## src/design/adcscan_pkg.sv

```systemverilog
// Shared types and constants for the three-channel ADC oversampling scan block.
// Used by the front, queue, back and top-level modules; depends on nothing else.
package adcscan_pkg;

   localparam int SAMPLE_BITS       = 10;
   localparam int SAMPLES_PER_BLOCK = 16;
   localparam int COUNT_BITS        = $clog2(SAMPLES_PER_BLOCK);
   localparam int SUM_BITS          = SAMPLE_BITS + COUNT_BITS;
   localparam int RAW_BITS          = 16;

   localparam logic [COUNT_BITS-1:0] LAST_SAMPLE = COUNT_BITS'(SAMPLES_PER_BLOCK - 1);

   localparam logic [15:0] TEMP_PRESCALE     = 16'd24;
   localparam logic [15:0] OCXO_GAIN_RESET   = 16'd2400;
   localparam logic [15:0] PHASE_GAIN_RESET  = 16'd1289;
   localparam logic [15:0] TEMP_OFFSET_RESET = 16'd4039;
   localparam logic [15:0] TEMP_SLOPE_RESET  = 16'd4507;

   typedef enum logic [1:0] {
      CH_OSC   = 2'd0,
      CH_PHASE = 2'd1,
      CH_TEMP  = 2'd2
   } chan_type;

   typedef enum logic [1:0] {
      REG_OCXO_GAIN   = 2'd0,
      REG_PHASE_GAIN  = 2'd1,
      REG_TEMP_OFFSET = 2'd2,
      REG_TEMP_SLOPE  = 2'd3
   } reg_index_type;

   typedef struct packed {
      logic [15:0] ocxo_gain;
      logic [15:0] phase_gain;
      logic [15:0] temp_offset;
      logic [15:0] temp_slope;
   } cfg_type;

   // One finished block, handed from the front to the back
   typedef struct packed {
      chan_type              done_channel;
      chan_type              mux_channel;
      logic [SUM_BITS-1:0]   sum;
   } job_type;

endpackage

```

## src/design/adcscan_front.sv

```systemverilog
// Front end: accepts ADC samples, sums 16 per block and advances the channel scan.
// Pushes one job per finished block into the queue; depends on adcscan_pkg.
module adcscan_front
   import adcscan_pkg::*;
(
   input  logic                   clock,
   input  logic                   reset,
   input  logic                   req_valid,
   output logic                   req_ready,
   input  logic [SAMPLE_BITS-1:0] req_sample,
   input  logic                   q_full,
   output logic                   q_push,
   output job_type                q_job
);

   logic [COUNT_BITS-1:0] count_ff, count_in;
   logic [SUM_BITS-1:0]   sum_ff, sum_in;
   chan_type              chan_ff, chan_in;
   logic [SUM_BITS-1:0]   sum_next;
   logic                  accept;
   logic                  last;
   chan_type              done_chan;
   chan_type              next_chan;

   assign req_ready = !q_full;
   assign accept    = req_valid && req_ready;
   assign last      = (count_ff == LAST_SAMPLE);
   assign sum_next  = sum_ff + SUM_BITS'(req_sample);

   always_comb begin
      unique case (chan_ff)
         CH_PHASE: begin
            done_chan = CH_PHASE;
            next_chan = CH_TEMP;
         end
         CH_TEMP: begin
            done_chan = CH_TEMP;
            next_chan = CH_OSC;
         end
         default: begin
            done_chan = CH_OSC;
            next_chan = CH_PHASE;
         end
      endcase
   end

   always_comb begin
      count_in = count_ff;
      sum_in   = sum_ff;
      chan_in  = chan_ff;
      if (accept) begin
         if (last) begin
            count_in = '0;
            sum_in   = '0;
            chan_in  = next_chan;
         end else begin
            count_in = count_ff + 1'b1;
            sum_in   = sum_next;
         end
      end
   end

   assign q_push             = accept && last;
   assign q_job.done_channel = done_chan;
   assign q_job.mux_channel  = next_chan;
   assign q_job.sum          = sum_next;

   always_ff @(posedge clock) begin
      if (reset) begin
         count_ff <= '0;
         sum_ff   <= '0;
         chan_ff  <= CH_OSC;
      end else begin
         count_ff <= count_in;
         sum_ff   <= sum_in;
         chan_ff  <= chan_in;
      end
   end

endmodule

```

## src/design/adcscan_queue.sv

```systemverilog
// Two-entry job queue between the sample front end and the scaling back end.
// Depends on adcscan_pkg for the job type.
module adcscan_queue
   import adcscan_pkg::*;
(
   input  logic    clock,
   input  logic    reset,
   input  logic    push,
   input  job_type push_job,
   output logic    full,
   input  logic    pop,
   output logic    valid,
   output job_type pop_job
);

   job_type    entry_ff [2];
   logic       wr_ptr_ff, wr_ptr_in;
   logic       rd_ptr_ff, rd_ptr_in;
   logic [1:0] fill_ff, fill_in;

   assign full    = (fill_ff == 2'd2);
   assign valid   = (fill_ff != 2'd0);
   assign pop_job = entry_ff[rd_ptr_ff];

   always_comb begin
      wr_ptr_in = wr_ptr_ff ^ push;
      rd_ptr_in = rd_ptr_ff ^ pop;
      fill_in   = fill_ff + {1'b0, push} - {1'b0, pop};
   end

   always_ff @(posedge clock) begin
      if (push) begin
         entry_ff[wr_ptr_ff] <= push_job;
      end
   end

   always_ff @(posedge clock) begin
      if (reset) begin
         wr_ptr_ff <= 1'b0;
         rd_ptr_ff <= 1'b0;
         fill_ff   <= 2'd0;
      end else begin
         wr_ptr_ff <= wr_ptr_in;
         rd_ptr_ff <= rd_ptr_in;
         fill_ff   <= fill_in;
      end
   end

endmodule

```

## src/design/adcscan_back.sv

```systemverilog
// Back end: updates the channel raw value, scales it with one shared multiplier
// and holds the result in an output register; depends on adcscan_pkg.
module adcscan_back
   import adcscan_pkg::*;
(
   input  logic          clock,
   input  logic          reset,
   input  cfg_type       cfg,
   input  logic          q_valid,
   input  job_type       q_job,
   output logic          q_pop,
   output logic          rsp_valid,
   input  logic          rsp_ready,
   output chan_type      rsp_done_channel,
   output logic [15:0]   rsp_raw_value,
   output logic [15:0]   rsp_scaled_value,
   output chan_type      rsp_mux_channel
);

   typedef enum logic [1:0] {
      ST_IDLE,
      ST_PRE,
      ST_MUL,
      ST_OUT
   } state_type;

   state_type     state_ff, state_in;
   chan_type      done_ff, done_in;
   chan_type      mux_ff, mux_in;
   logic [15:0]   raw_ff, raw_in;
   logic [15:0]   temp_ff, temp_in;
   logic [23:0]   diff_ff, diff_in;
   logic [25:0]   prod_ff, prod_in;
   logic          rsp_valid_ff, rsp_valid_in;
   chan_type      rsp_done_ff, rsp_done_in;
   chan_type      rsp_mux_ff, rsp_mux_in;
   logic [15:0]   rsp_raw_ff, rsp_raw_in;
   logic [15:0]   rsp_scaled_ff, rsp_scaled_in;

   logic [23:0]   mul_a;
   logic [15:0]   mul_b;
   logic [39:0]   mul_p;
   logic [15:0]   job_sum;
   logic [15:0]   temp_next;
   logic [12:0]   temp_t;
   logic          is_temp;

   assign mul_p   = mul_a * mul_b;
   assign job_sum = 16'(q_job.sum);
   assign is_temp = (done_ff == CH_TEMP);
   assign temp_t  = mul_p[20:8];

   // Leaky sum; zero marks a first block, which starts at sum times 4
   always_comb begin
      if (temp_ff == 16'd0) begin
         temp_next = {job_sum[13:0], 2'b00};
      end else begin
         temp_next = temp_ff - {2'b00, temp_ff[15:2]} + job_sum;
      end
   end

   always_comb begin
      state_in      = state_ff;
      done_in       = done_ff;
      mux_in        = mux_ff;
      raw_in        = raw_ff;
      temp_in       = temp_ff;
      diff_in       = diff_ff;
      prod_in       = prod_ff;
      rsp_valid_in  = rsp_valid_ff && !rsp_ready;
      rsp_done_in   = rsp_done_ff;
      rsp_mux_in    = rsp_mux_ff;
      rsp_raw_in    = rsp_raw_ff;
      rsp_scaled_in = rsp_scaled_ff;
      q_pop         = 1'b0;
      mul_a         = {8'b0, raw_ff};
      mul_b         = cfg.ocxo_gain;

      unique case (state_ff)
         ST_IDLE: begin
            if (q_valid) begin
               q_pop   = 1'b1;
               done_in = q_job.done_channel;
               mux_in  = q_job.mux_channel;
               if (q_job.done_channel == CH_TEMP) begin
                  raw_in   = temp_next;
                  temp_in  = temp_next;
                  state_in = ST_PRE;
               end else begin
                  raw_in   = job_sum;
                  state_in = ST_MUL;
               end
            end
         end
         ST_PRE: begin
            // t = raw * 24 >> 8, then subtract offset; only the low 24 bits matter later
            mul_b    = TEMP_PRESCALE;
            diff_in  = {11'b0, temp_t} - {8'b0, cfg.temp_offset};
            state_in = ST_MUL;
         end
         ST_MUL: begin
            if (is_temp) begin
               mul_a = diff_ff;
               mul_b = cfg.temp_slope;
            end else if (done_ff == CH_PHASE) begin
               mul_b = cfg.phase_gain;
            end
            prod_in  = mul_p[25:0];
            state_in = ST_OUT;
         end
         ST_OUT: begin
            // hold until the output register is free
            if (!rsp_valid_ff || rsp_ready) begin
               rsp_valid_in  = 1'b1;
               rsp_done_in   = done_ff;
               rsp_mux_in    = mux_ff;
               rsp_raw_in    = raw_ff;
               rsp_scaled_in = is_temp ? prod_ff[23:8] : prod_ff[25:10];
               state_in      = ST_IDLE;
            end
         end
         default: begin
            state_in = ST_IDLE;
         end
      endcase
   end

   always_ff @(posedge clock) begin
      if (reset) begin
         state_ff     <= ST_IDLE;
         temp_ff      <= '0;
         rsp_valid_ff <= 1'b0;
      end else begin
         state_ff     <= state_in;
         temp_ff      <= temp_in;
         rsp_valid_ff <= rsp_valid_in;
      end
      done_ff       <= done_in;
      mux_ff        <= mux_in;
      raw_ff        <= raw_in;
      diff_ff       <= diff_in;
      prod_ff       <= prod_in;
      rsp_done_ff   <= rsp_done_in;
      rsp_mux_ff    <= rsp_mux_in;
      rsp_raw_ff    <= rsp_raw_in;
      rsp_scaled_ff <= rsp_scaled_in;
   end

   assign rsp_valid        = rsp_valid_ff;
   assign rsp_done_channel = rsp_done_ff;
   assign rsp_mux_channel  = rsp_mux_ff;
   assign rsp_raw_value    = rsp_raw_ff;
   assign rsp_scaled_value = rsp_scaled_ff;

endmodule

```

## src/design/adc_three_channel_oversample_scan.sv

```systemverilog
// Three-channel ADC oversampling scan: 16-sample blocks, round-robin channels.
// Throughput: one sample per cycle while the job queue is not full; the back end shares
// one multiplier and steps each block through IDLE, MUL, OUT (oscillator, phase) or
// IDLE, PRE, MUL, OUT (internal temperature). A block's job reaches these states
// via the job queue; a stalled result fills the job queue and then stalls the input.
// Reset (synchronous): scan restarts at the oscillator channel with empty sums,
// the leaky temperature sum clears, and the registers return to their defaults.
module adc_three_channel_oversample_scan
   import adcscan_pkg::*;
(
   input  logic                   clock,
   input  logic                   reset,
   input  logic                   req_valid,
   output logic                   req_ready,
   input  logic [SAMPLE_BITS-1:0] req_sample,
   output logic                   rsp_valid,
   input  logic                   rsp_ready,
   output logic [1:0]             rsp_done_channel,
   output logic [15:0]            rsp_raw_value,
   output logic [15:0]            rsp_scaled_value,
   output logic [1:0]             rsp_mux_channel,
   input  logic                   csr_psel,
   input  logic                   csr_penable,
   input  logic                   csr_pwrite,
   input  logic [3:0]             csr_paddr,
   input  logic [31:0]            csr_pwdata,
   output logic [31:0]            csr_prdata,
   output logic                   csr_pready
);

   cfg_type       cfg_ff, cfg_in;
   reg_index_type reg_sel;
   logic          csr_write;
   logic          q_push;
   logic          q_full;
   logic          q_pop;
   logic          q_valid;
   job_type       push_job;
   job_type       pop_job;
   chan_type      done_chan;
   chan_type      mux_chan;

   assign csr_pready = 1'b1;
   assign csr_write  = csr_psel && csr_penable && csr_pwrite && csr_pready;
   assign reg_sel    = reg_index_type'(csr_paddr[3:2]);

   always_comb begin
      cfg_in = cfg_ff;
      if (csr_write) begin
         unique case (reg_sel)
            REG_OCXO_GAIN:   cfg_in.ocxo_gain   = csr_pwdata[15:0];
            REG_PHASE_GAIN:  cfg_in.phase_gain  = csr_pwdata[15:0];
            REG_TEMP_OFFSET: cfg_in.temp_offset = csr_pwdata[15:0];
            REG_TEMP_SLOPE:  cfg_in.temp_slope  = csr_pwdata[15:0];
            default:         cfg_in = cfg_ff;
         endcase
      end
   end

   always_comb begin
      unique case (reg_sel)
         REG_OCXO_GAIN:   csr_prdata = {16'b0, cfg_ff.ocxo_gain};
         REG_PHASE_GAIN:  csr_prdata = {16'b0, cfg_ff.phase_gain};
         REG_TEMP_OFFSET: csr_prdata = {16'b0, cfg_ff.temp_offset};
         REG_TEMP_SLOPE:  csr_prdata = {16'b0, cfg_ff.temp_slope};
         default:         csr_prdata = '0;
      endcase
   end

   always_ff @(posedge clock) begin
      if (reset) begin
         cfg_ff.ocxo_gain   <= OCXO_GAIN_RESET;
         cfg_ff.phase_gain  <= PHASE_GAIN_RESET;
         cfg_ff.temp_offset <= TEMP_OFFSET_RESET;
         cfg_ff.temp_slope  <= TEMP_SLOPE_RESET;
      end else begin
         cfg_ff <= cfg_in;
      end
   end

   adcscan_front u_front (
      .clock      (clock),
      .reset      (reset),
      .req_valid  (req_valid),
      .req_ready  (req_ready),
      .req_sample (req_sample),
      .q_full     (q_full),
      .q_push     (q_push),
      .q_job      (push_job)
   );

   adcscan_queue u_queue (
      .clock    (clock),
      .reset    (reset),
      .push     (q_push),
      .push_job (push_job),
      .full     (q_full),
      .pop      (q_pop),
      .valid    (q_valid),
      .pop_job  (pop_job)
   );

   adcscan_back u_back (
      .clock            (clock),
      .reset            (reset),
      .cfg              (cfg_ff),
      .q_valid          (q_valid),
      .q_job            (pop_job),
      .q_pop            (q_pop),
      .rsp_valid        (rsp_valid),
      .rsp_ready        (rsp_ready),
      .rsp_done_channel (done_chan),
      .rsp_raw_value    (rsp_raw_value),
      .rsp_scaled_value (rsp_scaled_value),
      .rsp_mux_channel  (mux_chan)
   );

   assign rsp_done_channel = done_chan;
   assign rsp_mux_channel  = mux_chan;

   a_queue_no_overflow: assert property (@(posedge clock) disable iff (reset)
      q_push |-> !q_full)
      else $error("job pushed into a full queue");

   a_queue_no_underflow: assert property (@(posedge clock) disable iff (reset)
      q_pop |-> q_valid)
      else $error("job popped from an empty queue");

   a_scan_order: assert property (@(posedge clock) disable iff (reset)
      rsp_valid |-> ((done_chan == CH_OSC && mux_chan == CH_PHASE) ||
                     (done_chan == CH_PHASE && mux_chan == CH_TEMP) ||
                     (done_chan == CH_TEMP && mux_chan == CH_OSC)))
      else $error("next channel does not follow the finished channel");

   a_push_blocks_input: assert property (@(posedge clock) disable iff (reset)
      q_full |-> !req_ready)
      else $error("sample taken while the job queue is full");

endmodule

```

## config.mk

```make
export PLATFORM = sky130hd
export DESIGN_NAME = adc_three_channel_oversample_scan
export DESIGN_NICKNAME = d
export VERILOG_FILES = /design/src/design/adcscan_pkg.sv /design/src/design/adcscan_front.sv /design/src/design/adcscan_queue.sv /design/src/design/adcscan_back.sv /design/src/design/adc_three_channel_oversample_scan.sv
export SDC_FILE = /design/constraint.sdc
export NUM_CORES = 1
export LEC_CHECK = 0
export BUFFER_PORTS_ARGS = -buffer_cell sky130_fd_sc_hd__buf_2
export CAP_MARGIN = 0
export CORE_ASPECT_RATIO = 2
export CORE_MARGIN = 2
export CORE_UTILIZATION = 40
export DETAILED_ROUTE_END_ITERATION = 12
export PLACE_DENSITY = 0.64
export SETUP_SLACK_MARGIN = 0.1
export SLEW_MARGIN = 20
export SYNTH_ARGS = -nofsm -noshare
export SYNTH_HDL_FRONTEND = slang
export SYNTH_SLANG_ARGS = --single-unit
```

## constraint.sdc

```tcl
create_clock -name clock -period 26.3 [get_ports clock]
set_input_delay 0 -clock clock [delete_from_list [all_inputs] [get_ports clock]]
set_output_delay 0 -clock clock [all_outputs]
set_load 0.03 [all_outputs]
```

After elaboration in Yosys (flattened, before gate mapping) --
Memories as Yosys holds them, arrays and structs flattened. A register that Yosys moved wholly into a read port is not among the register bits. Cells that the tools add are included.
Operators by class: $add $sub $neg 7, $mul 1, div/mod/pow operators 0, magnitude comparators 0, eq/ne operators 15, shift operators 0, mux-type cells 24, bitwise logic cells 2, reduce and logical (&&, ||, !) cells 22
Operator list (count):
- $pmux W32 S4 | 1
- $mux W16 | 4
- $mux W24 | 2
- $pmux W16 S2 | 1
- $mux W14 | 2
- $mul A24 B16 Y26 | 1
- $sub A13 B16 Y17 | 1
- $add A16 B14 Y16 | 1
- $eq A2 B2 Y1 const B | 8
- $logic_not A16 Y1 | 1
- $reduce_and A2 Y1 | 8
- $sub A16 B14 Y16 | 1
- $add A14 B10 Y14 | 1
- $eq A2 B1 Y1 const B | 4
- $pmux W2 S2 | 2
- $pmux W2 S4 | 1
- $mux W1 | 7
- $mux W2 | 3
- $logic_and A1 B1 Y1 | 5
- $add A4 B1 Y4 const B | 1
- $eq A4 B4 Y1 const B | 1
- $logic_not A2 Y1 | 2
- $mux W4 | 1
- $logic_not A1 Y1 | 3
- other kinds (8) | 9
Word-level totals: flip-flop bits (word level) 213, bits in latches 0, RAM bits 36, bits in read-only memories 0, memories 1
Memory list:
- u_queue.entry_ff | depth 2, width 18, rd ports 1, clocked after memory_dff 1, wr ports 1, line adcscan_queue.sv:16 | job_type entry_ff [2];

Depth between registers and ports, before layout --
Gate-level depths: netlist of the first run.
depth after elaboration 6, depth in mapped cells 40, depth with buffers taken out 37

Modules after synthesis --
Synthesis of the first run repeated with hierarchy kept, for this count alone.
Unflattened totals: cell total of the unflattened synthesis 2110, area total of the unflattened synthesis 20653.6 µm²
By module, submodules not included:
- adcscan_back | times used 1, cells an instance 1555, area an instance 14495.2 µm², sequential area each 3113.0 µm²
- adc_three_channel_oversample_scan | times used 1, cells an instance 293, area an instance 3128.0 µm², sequential area each 1281.2 µm²
- adcscan_queue | times used 1, cells an instance 75, area an instance 1551.5 µm², sequential area each 1161.1 µm²
- adcscan_front | times used 1, cells an instance 187, area an instance 1478.9 µm², sequential area each 400.4 µm²

Worst setup path before layout of the first run --
Ideal clock, no wire load.
path type flip-flop to flip-flop, start point register u_back.state_ff[0], end point register u_back.diff_ff[14], data pin, arrival 8298 ps, data required time 26041 ps, setup slack 17743 ps, cell stages (with the launch flop) 32, period minus slack after synthesis 8557 ps, cells stage by stage dfxtp_1 > inv_1 > ha_1 > nand3b_4 > clkbuf_1 > clkbuf_1 > mux2i_1 > nor2_1 > fa_1 > fa_1 > ha_1 > fa_1 > inv_1 > fa_1 > fa_1 > inv_1 > ha_1 > and3_1 > a311o_1 > a21oi_1 > xnor2_1 > ha_1 > a21o_1 > a21oi_1 > o21ai_0 > a21oi_1 > nor2b_1 > o21a_1 > o31a_1 > o211ai_1 > a21oi_1 > xnor2_1
On the way: word-level cells in the longest chain between the ends 4
RTL lines:
- start: declaration | line adcscan_back.sv:27 | state_type state_ff, state_in;
- start signal: assignment | line adcscan_back.sv:134 | state_ff <= state_in;
- $eq A2 B2 Y1 or $eq A2 B1 Y1 (tied branches) | line adcscan_back.sv:79 | unique case (state_ff)
- $pmux W16 S2 or $mux W24 (tied branches) | line adcscan_back.sv:79
- $mul A24 B16 Y26 (*) | line adcscan_back.sv:48 | assign mul_p = mul_a * mul_b;
- named net u_back.mul_p[10] | line adcscan_back.sv:42 | logic [39:0] mul_p;
- $sub A13 B16 Y17 (*) | line adcscan_back.sv:98 | diff_in = {11'b0, temp_t} - {8'b0, cfg.temp_offset};
- end signal: assignment | line adcscan_back.sv:141 | diff_ff <= diff_in;
- end: declaration | line adcscan_back.sv:32 | logic [23:0] diff_ff, diff_in;
Mark *: on every way through the listed nets, which the timed path passes. The rest lies on a longest branch. A chain may end at the register's enable or synchronous reset.

Worst setup path after layout of the first run --
start point register u_back.state_ff[0], end point register u_back.diff_ff[13], data pin
The elaborated chain is that of the path after synthesis.

==> results of run 1 <==
per-stage QoR:
stage	util [%]	cells	setup slack, ns
6_report	44.9	2799	16.45
5_1_grt	44.9	2799	16.07
4_1_cts	44.9	2799	16.32
3_5_place_dp	42.9	2739	16.41
3_3_place_gp	42.9	2739	16.58
2_1_floorplan	-	2068	17.74
critical path: cells and delay by family (launching register included):
kind / cells / cell delay [ns]
XOR/XNOR: 2 / 0.73
AO/OA/AOI/OAI: 10 / 2.69
buffers and inverters: 7 / 1.08
adder cells (fa/ha/maj): 9 / 3.74
AND/OR/NAND/NOR: 4 / 1.01
flip-flops: 1 / 0.35
layout by cell type (no fill, tap or decap), types with 60 or more instances in the layout:
master / instances
dfxtp_1: 107
fa_1: 226
ha_1: 111
a21oi_1: 89
nor2_1: 245
xnor2_1: 60
inv_1: 333
nand2_1: 260
edfxtp_1: 123
buf_2: 87
routing by layer:
| layer | up-vias | part of all wire, % | track usage [%] |
|---|---|---|---|
| met4 | 0 | 10 | 20.2 |
| li1 | 6746 | - | - |
| met1 | 7292 | 33 | 21.2 |
| met2 | 528 | 53 | 41.7 |
| met5 | - | 0 | 0 |
| met3 | 228 | 4.1 | 2.14 |
cell type report:
| class | instances | share of cell area, % |
|---|---|---|
| well taps | 638 | 3.68 |
| clock buffers | 27 | 2.77 |
| multi-input cells | 1416 | 56.1 |
| repair buffers | 145 | 4.28 |
| inverters | 332 | 5.74 |
| flip-flops and latches | 230 | 26.9 |
| clock inverters | 11 | 0.565 |
sequential cells by signal, indices dropped and copies added, names as in the netlist, 2 cells and up:
name,count
cfg_ff,64
u_queue.entry_ff,34
u_back.prod_ff,18
u_back.diff_ff,17
u_back.raw_ff,16
u_back.rsp_raw_value,16
u_back.rsp_scaled_value,16
u_back.temp_ff,16
u_front.sum_ff,14
u_front.count_ff,4
u_back.done_ff,2
u_back.rsp_done_channel,2
u_back.state_ff,2
u_front.chan_ff,2
u_queue.fill_ff,2
path summary, 6_finish.rpt:
| kind | startpoint | to | slack (ns) | depth (start not counted) |
|---|---|---|---|---|
| max | u_back.state_ff[0] | u_back.diff_ff[13] | 16.45 | 32 |
| min | reset | cfg_ff[21] | 0.01 | 2 |
| max reg2reg | u_back.state_ff[0] | u_back.diff_ff[13] | 16.45 | 32 |
| min reg2reg | u_back.mux_ff[0] | u_back.rsp_mux_channel[0] | 0.42 | 0 |
synth_stat cells, types with 25 or more instances:
library cell	n	area, sq um
mux2i_1	48	480
clkbuf_1	59	221
nor2_1	245	920
dfxtp_1	107	2140
fa_1	226	4520
xnor2_1	60	526
ha_1	111	1390
o21ai_0	48	240
a21oi_1	90	450
nand2_1	260	976
nand2b_1	25	156
edfxtp_1	123	3690
inv_1	332	1250
logic make-up (layout without fill, tap and decap cells):
| kind of cell | count (synthesis) | count (layout) | synth area share (%) |
|---|---|---|---|
| DFF | 230 | 230 | 29.8 |
| xor gates and xnor gates | 79 | 79 | 3.53 |
| AOI/OAI and AO/OA | 270 | 270 | 8.67 |
| buffers and inverters | 422 | 515 | 8.51 |
| other | 2 | 17 | 0.0383 |
| and+or+nand+nor | 629 | 629 | 13.8 |
| muxes | 84 | 84 | 5.44 |
| adders and majority gates | 337 | 337 | 30.2 |
==> qor.yml, run 1 <==
final_net_count: 2536
antenna_cells: 0
wl_um: 55900
tns_ns: 0
holdBufCountCts: 22
clk_pin_slew_ns: 0.07
grt_start_max_net_pins: 108
worstPathMaxFanout: 22
cp-start-kind: "flip-flop"
core_area_sq_um: 48400
hpwl_um: 44200
nFillCells: 4601
rsz0062_at_grt: "no"
dieArea_sq_um: 50900
crit_slowest_cell: "and3b_1"
wl_per_cell_um: 20.0
hold_path_class: "in2reg"
drcViolationCount: 0
cts_resized: 0
multi_input_area_sq_um: 12200
drv_slew: 0
rows: 114
syn2layout_area_growth_pct: 10.8
setup.worst_path.class: "reg2reg"
grt_pass1_wl_um: 86100
postSynthAreaPerCell_sq_um: 9.54
antenna_found_initial: 0
die_w_um: 160
setup_viol: 0
relSlewSlack_pct: 28.5
die_h_um: 317
ys_types: 64
synthArstFlopShare_pct: 0
yosysSeqAreaShare_pct: 29.8
endpoint_kind: "flip-flop"
cts-root-buf: "clkbuf_16"
cp_common_cell: "inv_1"
initial_core_util_pct: 40.5
synth_flop_cell: "edfxtp_1"
clock_latency_ns: 0.54
h-tree-depth: 1
skew_ns: 0.0145
port_buffers: 88
grt-ovfl-total: 0
cts_tree: "built"
clock-sinks: 230
crit_arrival_ns: 10.17
cp_data_required_time_ns: 26.62
grt_pass1_vias: 15900
tightest_slew_ns: 1.07
design_area_sq_um: 21700
status: "finished clean"
drv_cap: 0
grt_usage_pct: 22.2
numCtsBuffers: 21
ant_nets: 0
seqCellArea_sq_um: 5840
slowest_delay_ns: 0.57
vias: 14800
fmaxAchievable_ghz: 0.102
gp_congestion: 0.990
holdWs_ns: 0.0130
synthCells: 2053
hold_viol: 0
cts_buffer_depth: 3
ys_ff_latch: 230
post-route-period-util_pct: 37.4
yosys_warnings: 0
synth_enable_flop_cells: 123
synth_area_sq_um: 19600
place_area_sq_um: 20800
period_minus_slack_ns: 9.85
drt_iter0_markers: 667
vias_per_cell: 5.29
post_cts_buffers: 0
first_pass_iters: 5
pin_count: 124
drive_above_1_share_pct: 9.76
Power of run 1 is left out: the tool's default activity adds up to more than one toggle a clock period on the data nets, which glitch-free logic cannot reach.
==> run 2: changes to the inputs <==
--- a/config.mk
+++ b/config.mk
@@ -5,13 +5,14 @@
 export SDC_FILE = /design/constraint.sdc
 export NUM_CORES = 1
 export LEC_CHECK = 0
+export ABC_AREA = 1
 export BUFFER_PORTS_ARGS = -buffer_cell sky130_fd_sc_hd__buf_2
 export CAP_MARGIN = 0
 export CORE_ASPECT_RATIO = 2
 export CORE_MARGIN = 2
 export CORE_UTILIZATION = 40
 export DETAILED_ROUTE_END_ITERATION = 12
-export PLACE_DENSITY = 0.64
+export PLACE_DENSITY = 0.66
 export SETUP_SLACK_MARGIN = 0.1
 export SLEW_MARGIN = 20
 export SYNTH_ARGS = -nofsm -noshare
==> constraint.sdc (replaced) <==
create_clock -name clock -period 8.4 [get_ports clock]
set_input_delay 0 -clock clock [delete_from_list [all_inputs] [get_ports clock]]
set_output_delay 0 -clock clock [all_outputs]
set_load 0.03 [all_outputs]
==> run 2 against run 1 <==
  * Via count up 17%
  * Sequential share of layout area decreased by 1.8 points
  * Sequential cell count did not move
==> qor.yml, run 2 <==
rsz0062_at_grt: "yes"
synth_compound_area_share_pct: 8.95
synth_top_cell_by_area: "fa_1"
die_h_um: 323
final_net_count: 3063
synth_top_family_by_area: "adder cells"
drv_cap: 0
core_area_sq_um: 50700
final_cell_mix: "nand2_1, inv_1, nor2_1"
gp_congestion: 1.09
drcViolationCount: 0
first_pass_iters: 6
synth.area.mux_share_pct: 0.442
vias: 17400
clk_pin_slew_ns: 0.07
synth_area_sq_um: 20400
largest-register: "cfg_ff"
status: "finished clean"
dieArea_sq_um: 52900
period_minus_slack_ns: 7.94
layout_commonest_cell: "nand2_1"
grt_start_max_net_pins: 75
slowest_delay_ns: 0.56
ant_nets: 0
grt_usage_pct: 26.2
antenna_cells: 0
worstPathMaxFanout: 9
die_w_um: 164
yosys_warnings: 0
wl_um: 68000
synthTopCellsByArea: "fa_1, edfxtp_1, dfxtp_1"
largest_reg_flops: 64
drt_iter0_markers: 967
ys_ff_latch: 230
synth_top_area_share_pct: 22.2
crit_slowest_cell: "fa_1"
yosysSeqAreaShare_pct: 28.6
tightest_slew_ns: 1.01
initial_core_util_pct: 40.3
rows: 117
reg_top3: "cfg_ff (64), u_queue.entry_ff (34), u_back.prod_ff (18)"
endpoint_kind: "flip-flop"
crit_arrival_ns: 8.20
vias_per_cell: 5.20
drive_above_1_share_pct: 12.4
yosys.area_share.xor_xnor_pct: 2.49
cts_tree: "built"
ys_top_cells_by_count: "nand2_1, inv_1, nor2_1"
numCtsBuffers: 20
synth_flop_cell: "edfxtp_1"
clock-sinks: 230
syn2layout_area_growth_pct: 14.1
port_buffers: 88
skew_ns: 0.0187
synthAdderAreaFrac_pct: 29.0
hold_path_class: "in2reg"
hpwl_um: 56200
ys_types: 55
synth_enable_flop_cells: 123
grt_pass1_vias: 18500
h-tree-depth: 1
grt_pass1_wl_um: 103000
postSynthAreaPerCell_sq_um: 8.20
setup.worst_path.class: "reg2reg"
pin_count: 124
hold_viol: 0
cts_buffer_depth: 3
setup_viol: 0
cts-root-buf: "clkbuf_16"
cp-start-kind: "flip-flop"
synthCells: 2486
tns_ns: 0
yosysMostFrequentCell: "nand2_1"
relSlewSlack_pct: 32.9
grt-ovfl-total: 0
antenna_found_initial: 0
yosys.area_share.simple_pct: 19.2
clock_latency_ns: 0.53
drv_slew: 0
post-route-period-util_pct: 94.5
wl_per_cell_um: 20.4
cp_data_required_time_ns: 8.66
fmaxAchievable_ghz: 0.126
synthArstFlopShare_pct: 0
cp_common_cell: "fa_1"
run 2: worst paths after layout:
kind | cells after the start | startpoint | end | slack [ns]
worst max-delay path | 35 | u_back.done_ff[0] | u_back.diff_ff[11] | 0.46
worst min-delay path | 2 | reset | u_queue.wr_ptr_ff | 0.03
worst max register to register | 35 | u_back.done_ff[0] | u_back.diff_ff[11] | 0.46
worst min register to register | 0 | u_back.mux_ff[0] | u_back.rsp_mux_channel[0] | 0.45
run 2: logic make-up after synthesis:
| kind of cell | Yosys count |
|---|---|
| AOI/OAI and AO/OA | 316 |
| xor gates and xnor gates | 58 |
| adders and majority gates | 337 |
| buffers and inverters | 578 |
| DFF | 230 |
| muxes | 9 |
| other | 2 |
| and+or+nand+nor | 956 |
run 2: what timing repair did:
item,CTS,global route
gates resized for setup,0,39
setup endpoints to repair,0,10
setup buffers,0,5
hold buffers,19,0
hold endpoints to repair,71,0
run 2: worst max-delay path, delay by kind of cell (launching register included):
| kind | cells | cell delay, ns |
|---|---|---|
| adders and majority gates | 8 | 3.79 |
| AOI/OAI and AO/OA | 8 | 1.21 |
| buffers and inverters | 8 | 1.04 |
| and+or+nand+nor | 9 | 0.81 |
| DFF | 1 | 0.43 |
| xor gates and xnor gates | 2 | 0.40 |
run 2: layout make-up:
type                       instances  area (sq um)
inverter                         498          1900
sequential                       230          5840
multi-input combinational       1693         12400
tap                              654           818
fill                            5026         27400
clock inverter                    11          96.3
timing repair buffer             230          1620
clock buffer                      25           562
run 2: through the flow:
step | utilization (%) | worst slack [ns] | cell area, sq um | cells | hold slack, ns
3_5_place_dp | 43.9 | 0.236 | 22300 | 3281 | 0.264
3_3_place_gp | 43.9 | 0.314 | 22200 | 3281 | 0.256
2_1_floorplan | - | 0.580 | 20400 | 2501 | 0.113
5_1_grt | 45.9 | 0.0460 | 23300 | 3341 | 0.0624
6_report | 45.9 | 0.460 | 23300 | 3341 | 0.0289
4_1_cts | 45.6 | 0.211 | 23100 | 3336 | 0.0283
run 2: metal layers:
layer,vias to the layer above,GRT usage (%),part of all wire [%]
li1,8070,-,-
met3,312,2.28,4.0
met5,-,0,0
met1,8333,22.8,30
met2,656,50.4,54
met4,0,25.6,12
Power of run 2 is left out for the same reason.
